`src/rtl/sfr_pkg.sv`:
```
// ----------------------------------------------------------------------------
// sfr_pkg
// shared constants, state codes and controller/datapath interface types
// ----------------------------------------------------------------------------
package sfr_pkg;

  localparam int FRAME_CAPACITY = 19;

  localparam int BYTE_W = 8;
  localparam int POS_W  = 5;
  localparam int IDX_W  = $clog2(FRAME_CAPACITY);
  localparam int CNT_W  = $clog2(FRAME_CAPACITY + 1);

  localparam logic [BYTE_W-1:0] FLAG_BYTE = 8'h7E;
  localparam logic [BYTE_W-1:0] ESC_BYTE  = 8'h7D;
  localparam logic [BYTE_W-1:0] ESC_XOR   = 8'h20;

  typedef enum logic [2:0] {
    ST_IDLE,
    ST_START,
    ST_IN,
    ST_ESC,
    ST_RD,
    ST_OUT
  } sfr_state_t;

  typedef struct packed {
    logic clear;
    logic store;
    logic esc_xor;
    logic rd;
    logic idx_clr;
    logic idx_inc;
  } sfr_cmd_t;

  typedef struct packed {
    logic is_flag;
    logic is_esc;
    logic empty;
    logic last;
  } sfr_status_t;

endpackage

```
`src/rtl/sfr_ram.sv`:
```
// ----------------------------------------------------------------------------
// sfr_ram
// generic single write port ram with registered read
// ----------------------------------------------------------------------------
module sfr_ram #(
  parameter int WIDTH = 8,
  parameter int DEPTH = 16
) (
  input  logic                     clk,
  input  logic                     wr_en,
  input  logic [$clog2(DEPTH)-1:0] wr_addr,
  input  logic [WIDTH-1:0]         wr_data,
  input  logic                     rd_en,
  input  logic [$clog2(DEPTH)-1:0] rd_addr,
  output logic [WIDTH-1:0]         rd_data
);

  logic [WIDTH-1:0] mem_r [DEPTH];
  logic [WIDTH-1:0] rd_data_r;

  always_ff @(posedge clk) begin
    if (wr_en) begin
      mem_r[wr_addr] <= wr_data;
    end
    if (rd_en) begin
      rd_data_r <= mem_r[rd_addr];
    end
  end

  assign rd_data = rd_data_r;

endmodule

```
`src/rtl/sfr_datapath.sv`:
```
// ----------------------------------------------------------------------------
// sfr_datapath
// byte classification, frame store, fill count, overflow mark and read index
// ----------------------------------------------------------------------------
module sfr_datapath (
  input  logic                        clk,
  input  logic                        rst_n,
  input  logic [sfr_pkg::BYTE_W-1:0]  rx_byte,
  input  sfr_pkg::sfr_cmd_t           cmd,
  output sfr_pkg::sfr_status_t        status,
  output logic [sfr_pkg::BYTE_W-1:0]  frame_byte,
  output logic [sfr_pkg::POS_W-1:0]   byte_position,
  output logic                        last_of_frame,
  output logic                        truncated
);

  import sfr_pkg::*;

  logic [CNT_W-1:0]  count_r, count_nxt;
  logic              ovf_r, ovf_nxt;
  logic [IDX_W-1:0]  idx_r, idx_nxt;
  logic              full;
  logic              wr_en;
  logic [BYTE_W-1:0] wr_data;
  logic              last;

  assign full    = (count_r == CNT_W'(FRAME_CAPACITY));
  assign wr_en   = cmd.store && !full;
  assign wr_data = cmd.esc_xor ? (rx_byte ^ ESC_XOR) : rx_byte;
  assign last    = ((CNT_W'(idx_r) + CNT_W'(1)) == count_r);

  always_comb begin
    count_nxt = count_r;
    ovf_nxt   = ovf_r;
    idx_nxt   = idx_r;
    if (cmd.clear) begin
      count_nxt = '0;
      ovf_nxt   = 1'b0;
    end else if (cmd.store) begin
      if (full) begin
        ovf_nxt = 1'b1;
      end else begin
        count_nxt = count_r + CNT_W'(1);
      end
    end
    if (cmd.idx_clr) begin
      idx_nxt = '0;
    end else if (cmd.idx_inc) begin
      idx_nxt = idx_r + IDX_W'(1);
    end
  end

  always_ff @(posedge clk) begin
    if (!rst_n) begin
      count_r <= '0;
      ovf_r   <= 1'b0;
      idx_r   <= '0;
    end else begin
      count_r <= count_nxt;
      ovf_r   <= ovf_nxt;
      idx_r   <= idx_nxt;
    end
  end

  sfr_ram #(
    .WIDTH (BYTE_W),
    .DEPTH (FRAME_CAPACITY)
  ) u_store (
    .clk     (clk),
    .wr_en   (wr_en),
    .wr_addr (IDX_W'(count_r)),
    .wr_data (wr_data),
    .rd_en   (cmd.rd),
    .rd_addr (idx_r),
    .rd_data (frame_byte)
  );

  assign status.is_flag = (rx_byte == FLAG_BYTE);
  assign status.is_esc  = (rx_byte == ESC_BYTE);
  assign status.empty   = (count_r == '0);
  assign status.last    = last;

  assign byte_position = POS_W'(idx_r);
  assign last_of_frame = last;
  assign truncated     = ovf_r;

endmodule

```
`src/rtl/sfr_ctrl.sv`:
```
// ----------------------------------------------------------------------------
// sfr_ctrl
// receive phase and frame playback state machine
// ----------------------------------------------------------------------------
module sfr_ctrl (
  input  logic                  clk,
  input  logic                  rst_n,
  input  logic                  in_valid,
  output logic                  in_stall,
  output logic                  out_valid,
  input  logic                  out_stall,
  input  sfr_pkg::sfr_status_t  status,
  output sfr_pkg::sfr_cmd_t     cmd
);

  import sfr_pkg::*;

  sfr_state_t state_r, state_nxt;
  logic       in_acc;

  assign in_stall  = (state_r == ST_RD) || (state_r == ST_OUT);
  assign out_valid = (state_r == ST_OUT);
  assign in_acc    = in_valid && !in_stall;

  always_ff @(posedge clk) begin
    if (!rst_n) begin
      state_r <= ST_IDLE;
    end else begin
      state_r <= state_nxt;
    end
  end

  always_comb begin
    state_nxt = state_r;
    cmd       = '0;
    unique case (state_r)
      ST_IDLE: begin
        if (in_acc && status.is_flag) begin
          cmd.clear = 1'b1;
          state_nxt = ST_START;
        end
      end
      ST_START: begin
        if (in_acc && !status.is_flag) begin
          cmd.store = 1'b1;
          state_nxt = ST_IN;
        end
      end
      ST_IN: begin
        if (in_acc) begin
          priority if (status.is_esc) begin
            state_nxt = ST_ESC;
          end else if (status.is_flag) begin
            cmd.idx_clr = 1'b1;
            state_nxt   = status.empty ? ST_IDLE : ST_RD;
          end else begin
            cmd.store = 1'b1;
          end
        end
      end
      ST_ESC: begin
        if (in_acc) begin
          cmd.store   = 1'b1;
          cmd.esc_xor = 1'b1;
          state_nxt   = ST_IN;
        end
      end
      ST_RD: begin
        cmd.rd    = 1'b1;
        state_nxt = ST_OUT;
      end
      ST_OUT: begin
        if (!out_stall) begin
          if (status.last) begin
            state_nxt = ST_IDLE;
          end else begin
            cmd.idx_inc = 1'b1;
            state_nxt   = ST_RD;
          end
        end
      end
      default: begin
        state_nxt = ST_IDLE;
      end
    endcase
  end

endmodule

```
`src/rtl/stuffed_frame_receiver_top.sv`:
```
// ----------------------------------------------------------------------------
// stuffed_frame_receiver_top
// byte-stuffed frame receiver: flag delimited frames with escape unstuffing
// ----------------------------------------------------------------------------
// in_ channel: one raw serial byte per request on in_rx_byte. A data or
//   escape byte is taken as soon as it is offered; the block keeps taking
//   bytes back to back while a frame is being collected.
// out_ channel: on the closing flag the stored frame is replayed, one request
//   per byte, with its position, a last mark on the final byte and a
//   truncated mark when bytes beyond the 19 entry store were dropped.
// playback: after the closing flag is taken, each byte is read from the
//   frame store in a read state and then shown in the output state, since
//   the store read is registered; each further byte is read once the previous one is taken.
// throughput: one input byte per cycle while collecting; the input stays
//   stalled for the whole playback of a frame, including receiver stalls.
// reset: synchronous, active low; returns to waiting for an opening flag,
//   clears the fill count and overflow mark. The store itself is not cleared.
// receiver stall: out_stall holds the current byte and its marks unchanged,
//   and in_stall stays high until the last byte of the run is taken.
// ----------------------------------------------------------------------------
module stuffed_frame_receiver_top (
  input  logic                        clk,
  input  logic                        rst_n,
  input  logic                        in_valid,
  output logic                        in_stall,
  input  logic [sfr_pkg::BYTE_W-1:0]  in_rx_byte,
  output logic                        out_valid,
  input  logic                        out_stall,
  output logic [sfr_pkg::BYTE_W-1:0]  out_frame_byte,
  output logic [sfr_pkg::POS_W-1:0]   out_byte_position,
  output logic                        out_last_of_frame,
  output logic                        out_truncated
);

  import sfr_pkg::*;

  sfr_cmd_t    cmd;
  sfr_status_t status;

  sfr_ctrl u_ctrl (
    .clk       (clk),
    .rst_n     (rst_n),
    .in_valid  (in_valid),
    .in_stall  (in_stall),
    .out_valid (out_valid),
    .out_stall (out_stall),
    .status    (status),
    .cmd       (cmd)
  );

  sfr_datapath u_datapath (
    .clk           (clk),
    .rst_n         (rst_n),
    .rx_byte       (in_rx_byte),
    .cmd           (cmd),
    .status        (status),
    .frame_byte    (out_frame_byte),
    .byte_position (out_byte_position),
    .last_of_frame (out_last_of_frame),
    .truncated     (out_truncated)
  );

endmodule

```
`config.mk`:
```
export PLATFORM = sky130hd
export DESIGN_NAME = stuffed_frame_receiver_top
export DESIGN_NICKNAME = d
export VERILOG_FILES = /design/src/rtl/sfr_pkg.sv /design/src/rtl/sfr_ram.sv /design/src/rtl/sfr_datapath.sv /design/src/rtl/sfr_ctrl.sv /design/src/rtl/stuffed_frame_receiver_top.sv
export SDC_FILE = /design/constraint.sdc
export NUM_CORES = 1
export LEC_CHECK = 0
export ABC_AREA = 0
export ABC_CLOCK_PERIOD_IN_PS = 2600
export BUFFER_PORTS_ARGS = -buffer_cell sky130_fd_sc_hd__buf_2
export CORE_ASPECT_RATIO = 0.5
export CORE_MARGIN = 1
export CORE_UTILIZATION = 55
export DETAILED_ROUTE_END_ITERATION = 16
export PLACE_DENSITY = 0.75
export SLEW_MARGIN = 20
export SYNTH_ARGS = -nofsm -noshare
export SYNTH_HDL_FRONTEND = slang
export SYNTH_SLANG_ARGS = --single-unit
```
`constraint.sdc`:
```
create_clock -name clk -period 2.6 [get_ports clk]
set_input_delay 0.78 -clock clk [delete_from_list [all_inputs] [get_ports clk]]
set_output_delay 0.78 -clock clk [all_outputs]
set_load 0.02 [all_outputs]
```
; Word level (Yosys, flattened, before mapping)
; Memory sizes are Yosys's and may differ from the RTL's. A register that Yosys moved wholly into a read port is not among the register bits.
; Cells that the tools add are included.
[totals]
regBits = 14
ram_bits = 152
output_inout_bits = 17
wordCells = 70
mem_count = 1
[memory_table]
columns = name, depth, word_bits, read_ports, rd_ports_with_merged_regs, write_ports, line_no
row1 = u_datapath.u_store.mem_r, 19, 8, 1, 1, 1, sfr_ram.sv:18  ; logic [WIDTH-1:0] mem_r [DEPTH];
[op_classes]
n_addsub = 2
n_eq_ne = 15
n_mux = 30
bitwise_logic = 3
reduce_logical = 15
[op_table]
columns = cell, count
row1 = 3-bit two-way mux, 9
row2 = 3-bit case mux with 6 select lines, 1
row3 = 1-bit two-way mux, 17
row4 = "8-bit by 7-bit equality test with 1-bit output, second input constant", 2
row5 = "5-bit by 1-bit adder with 5-bit output, second input constant", 2
row6 = "2-bit by 1-bit != test with 1-bit output, second input constant", 4
row7 = "3-bit by 2-bit equality test with 1-bit output, second input constant", 2
row8 = "3-bit equality test, second input constant", 2
row9 = 6-bit two-way mux, 1
row10 = 6-bit AND reduction, 1
row11 = 5-bit equality test, 1
row12 = "5-bit equality test, second input constant", 1
row13 = 5-bit zero test, 1
row14 = 1-bit logical AND, 4
row15 = 2-bit AND reduction, 2
row16 = 2-bit OR reduction, 2
row17 = "3-bit by 1-bit equality test with 1-bit output, second input constant", 1
row18 = 1-bit zero test, 3
row19 = 3-bit zero test, 1
row20 = "3-bit by 2-bit != test with 1-bit output, second input constant", 1
row21 = 1-bit NOT, 3
row22 = 1-bit case mux with 3 select lines, 1
row23 = 2-bit two-way mux, 1
row24 = "2-bit != test, second input constant", 1
row25 = 1-bit logical OR, 1

; Longest topological paths before layout
[depth]
word_depth = 10
mapped_depth = 7

; Cells and area by module
; A second synthesis with hierarchy kept.
[unflattened]
cells_unflattened = 407
area_unflattened_um2 = 7189.4
[by_module_without_submodules]
columns = mod, instances, cells_each, area_per_inst_um2
row1 = sfr_ram, 1, 295, 6237.2
row2 = sfr_datapath, 1, 72, 645.6
row3 = sfr_ctrl, 1, 40, 306.5

; Worst setup path before layout
; No wires, ideal clock.
[synth_timing]
path_type = input port to flip-flop
start = input port in_rx_byte[0] (netlist bit)
end = memory u_datapath.u_store.mem_r[10][0], enable pin
setup_ps = 395
arrival_ps = 2327
t_required_ps = 2205
path_slack_ps = -121
path_stages = 5
n_path_buf = 1
cell_sequence = xnor2_1 o41ai_4 a21o_4 buf_6 nor4_1
[synth_between]
elab_chain_cells = 8
word_cells_on_any_way = 12
classes_between = eq/ne (2) / mux (7) / reduce/logical (3)
[synth_rtl]
columns = element, line_no
row1 = start: declaration, stuffed_frame_receiver_top.sv:26  ; input logic [sfr_pkg::BYTE_W-1:0] in_rx_byte,
row2 = 8-bit by 7-bit equality test with 1-bit output, sfr_datapath.sv:78  ; assign status.is_flag = (rx_byte == FLAG_BYTE);
row3 = 1-bit two-way mux / 1-bit zero test (equally long branches), "sfr_ctrl.sv:53, sfr_ctrl.sv:44"
row4 = 1-bit two-way mux / 1-bit logical AND (equally long branches), "sfr_ctrl.sv:51, sfr_ctrl.sv:44"
row5 = 1-bit two-way mux (on tied branches), "sfr_ctrl.sv:50, sfr_ctrl.sv:44"
row6 = 1-bit case mux with 3 select lines *, sfr_ctrl.sv:36  ; unique case (state_r)
row7 = 1-bit logical AND *, sfr_datapath.sv:28  ; assign wr_en = cmd.store && !full;
row8 = 1-bit two-way mux *, sfr_ram.sv:22  ; if (wr_en) begin
row9 = 1-bit two-way mux (not written as such) *, sfr_ram.sv:23  ; mem_r[wr_addr] <= wr_data;
row10 = end: declaration, sfr_ram.sv:18
; Every way passes the cells marked *; elsewhere a longest branch is shown, timed or not.

; Worst setup path after layout
[layout_timing]
start = register u_datapath.idx_r[0] (netlist: u_datapath.byte_position[0])
end = output port out_last_of_frame
[layout_between]
elab_chain_cells = 2
[layout_rtl]
columns = element, line_no
row1 = start: declaration, sfr_datapath.sv:21  ; logic [IDX_W-1:0] idx_r, idx_nxt;
row2 = start signal: assignment, sfr_datapath.sv:61  ; idx_r <= idx_nxt;
row3 = 5-bit by 1-bit adder with 5-bit output, sfr_datapath.sv:30  ; assign last = ((CNT_W'(idx_r) + CNT_W'(1)) == count_r);
row4 = 5-bit equality test, sfr_datapath.sv:30
row5 = end: declaration, stuffed_frame_receiver_top.sv:31  ; output logic out_last_of_frame,
; No other way between the ends.

==> reports/metrics.cfg <==
[global_route]
grt_pass1_vias=4049
grt_max_degree=51
grt_pass1_wl_um=24810
overflow=0
grt_usage_pct=25.12
antenna_found_initial=0

[synthesis]
syn_inst=425
synth_cell_type_count=58
synthArstFlopShare_pct=0
synth_top_area_cell=edfxtp_1
synthFlopType=edfxtp_1
synth_seq_area_share_pct=69.05
ys_warn_count=0
netlist_top_cells_area=edfxtp_1, mux4_2, mux2i_1
yosys.area.top_type_share_pct=65.24
synth_commonest_cells=edfxtp_1, mux4_2, mux2i_1
syn-cell-area_um2=7365
ys_ff_latch=174
synth_area_per_cell_um2=17.33
synth.most_common_cell=edfxtp_1
synth_edf_count=160
syn_nets=442

[setup_path]
reg2reg_depth=7
r2r-start=u_datapath.byte_position[0]
reg2reg_to=u_datapath.u_store.rd_data[1]
cp-start-kind=register
crit_type=register to output port
endpoint_kind=output port
crit_arrival_ns=1.76
path_max_fanout=5
r2r_setup_slack_ns=0.26
critical_path_required_ns=1.82

[hold_path]
holdCritStartpoint=u_datapath.truncated
whs_endpoint=u_datapath.truncated
hold_path.class=register to register
hold_depth=2

[sta]
fin_skew_ns=0.01116
finalCriticalPeriod_ns=2.538
slew-limit-headroom_pct=56.46
tightestPinTransition_ns=0.6531
setup_violations=0
slew_violations=0
post-route-period-util_pct=97.60
hold_viol_final=0
rsz0062_at_grt=no
max_freq_ghz=0.3941
fin_tns_setup_ns=0

[cells_and_area]
multi_input_area_um2=2111
n_antenna_cell=0
area_growth_pct=16.82
nNetsFinal=510
drive_gt1_share_pct=31.23
fin_cells=676
fillers=834
seqCellArea_um2=5091

[power_and_ir_drop]
peakVddDrop_mv=0.3874
power-per-cell-area_nw_per_um2=663.0
power_mw=5.704
p_leak_nw=2.833

[run_status]
status=finished with violations
violations=design-rule violations

[cts]
cts.clk_slew.worst_paths_ns=0.07
clkSinkCount=174
clock_latency_ns=0.43
cts_tree=built
cts_buffers=17
clockBufferDepth=2
cts_root_buf=clkbuf_16
cts_hold_buffers=0
htreeDepth=4

[die]
rows=29
pin_count=29
dieArea_um2=13890
die_w_um=165.6
die_y_um=83.83
start_util_pct=57.33
core-area_um2=12840

[detailed_routing]
drc=4
wirelength_um=16330
vias_per_cell=6.280
drt_first_pass_iters=11
wl_per_cell_um=24.15
drt_iter0_drc=516
ant_nets=0
vias=4245

[run]
maxCapViolCount=0

[placed_design]
dpl.hpwl_um=10460
placedCellCount=639
gp_congestion=0.8797
port_buffers=28

==> worst max-delay path by stage <==
stage                                     start                               to  slack [ns]
floorplan                         in_rx_byte[0]  u_datapath.u_store.mem_r[10][0]       -0.12
global placement                  in_rx_byte[0]  u_datapath.u_store.mem_r[11][0]       -0.04
detailed placement                in_rx_byte[0]   u_datapath.u_store.mem_r[8][1]       -0.03
CTS                 u_datapath.byte_position[2]                out_last_of_frame       0.006
global route        u_datapath.byte_position[0]                out_last_of_frame        0.02
finish              u_datapath.byte_position[0]                out_last_of_frame        0.06
==> registers in the layout, indices dropped and copies added (netlist names) <==
name                        cells
u_datapath.truncated            1
u_ctrl.state_r                  3
u_datapath.count_r              5
u_datapath.u_store.mem_r      152
u_datapath.u_store.rd_data      8
u_datapath.byte_position        5
==> critical path, cell delays in order (launching register included) <==
cell	delay, ns
dfxtp_4	0.39
ha_4	0.19
o21ba_2	0.20
a22oi_2	0.18
o2111a_2	0.24
buf_4	0.15
==> metal layers <==
| layer | vias up | track usage [%] | routed length [um] |
|---|---|---|---|
| met5 | - | 0 | 0 |
| met4 | 0 | 7.052 | 271 |
| met3 | 19 | 6.543 | 1466 |
| met2 | 227 | 36.25 | 7280 |
| met1 | 2164 | 37.94 | 7310 |
| li1 | 1835 | - | - |
==> cells by family (layout without fill, tap and decap cells) <==
logic type / after synthesis / count (layout) / share of synthesized area (%)
compound gates: 57 / 57 / 5.913
xor+xnor: 10 / 10 / 1.189
fa+ha+maj: 5 / 5 / 0.8495
buf+inv: 32 / 113 / 2.531
flops: 174 / 174 / 69.05
mux: 62 / 62 / 13.86
simple gates: 85 / 85 / 6.609
==> cell type report <==
type	instances	area share, %
clock buffers	17	4.945
clock inverters	15	1.963
inverters	9	0.3927
multi-input cells	219	24.53
flip-flops and latches	174	59.18
well taps	170	2.472
repair buffers	72	6.515
==> power by group <==
group | switching, mW | leakage, nW | internal, mW
sequential | 0.000961 | 1.55 | 3.05
combinational | 0.0771 | 0.992 | 0.0326
clock | 1.18 | 0.290 | 1.37
total | 1.25 | 2.83 | 4.45
==> layout by cell type (no fill, tap or decap), types with 2 or more instances in the layout <==
cell | Yosys | routed
buf_2 | 5 | 27
a21oi_1 | 22 | 22
a211oi_1 | 3 | 3
inv_1 | 9 | 9
dfxtp_2 | 0 | 2
a22o_1 | 8 | 8
clkbuf_16 | 0 | 17
xor2_1 | 2 | 2
mux2i_1 | 30 | 30
nand2b_1 | 8 | 8
nor2b_1 | 2 | 2
o21ai_0 | 4 | 4
nor4_1 | 7 | 7
nor3_1 | 5 | 5
edfxtp_1 | 160 | 160
buf_4 | 5 | 39
inv_8 | 0 | 4
xnor2_1 | 8 | 8
nor2_1 | 22 | 22
buf_12 | 0 | 5
clkinv_4 | 0 | 3
o31ai_1 | 2 | 2
dfxtp_1 | 14 | 11
nand2_1 | 13 | 13
nand3_1 | 7 | 7
mux4_2 | 32 | 32
ha_1 | 5 | 4
inv_6 | 0 | 5
and3_1 | 9 | 9
==> per-stage QoR <==
stage	instance area, um^2	setup slack (ns)	hold WS [ns]	util [%]
floorplan	7365	-0.1215	0.5547	-
global placement	7923	-0.03676	0.4836	61.68
detailed placement	7923	-0.03052	0.4893	61.68
CTS	8574	0.005611	0.5195	66.75
global route	8603	0.02103	0.5352	66.98
finish	8603	0.06238	0.5253	66.98
==> what timing repair did <==
item                       in CTS  in global routing
gates resized for setup         4                  2
buffers inserted                1                  3
setup endpoints to repair       1                  1
gates cloned                    1                  0
pin swaps                       1                  1
(Power assumes the default switching activity.)
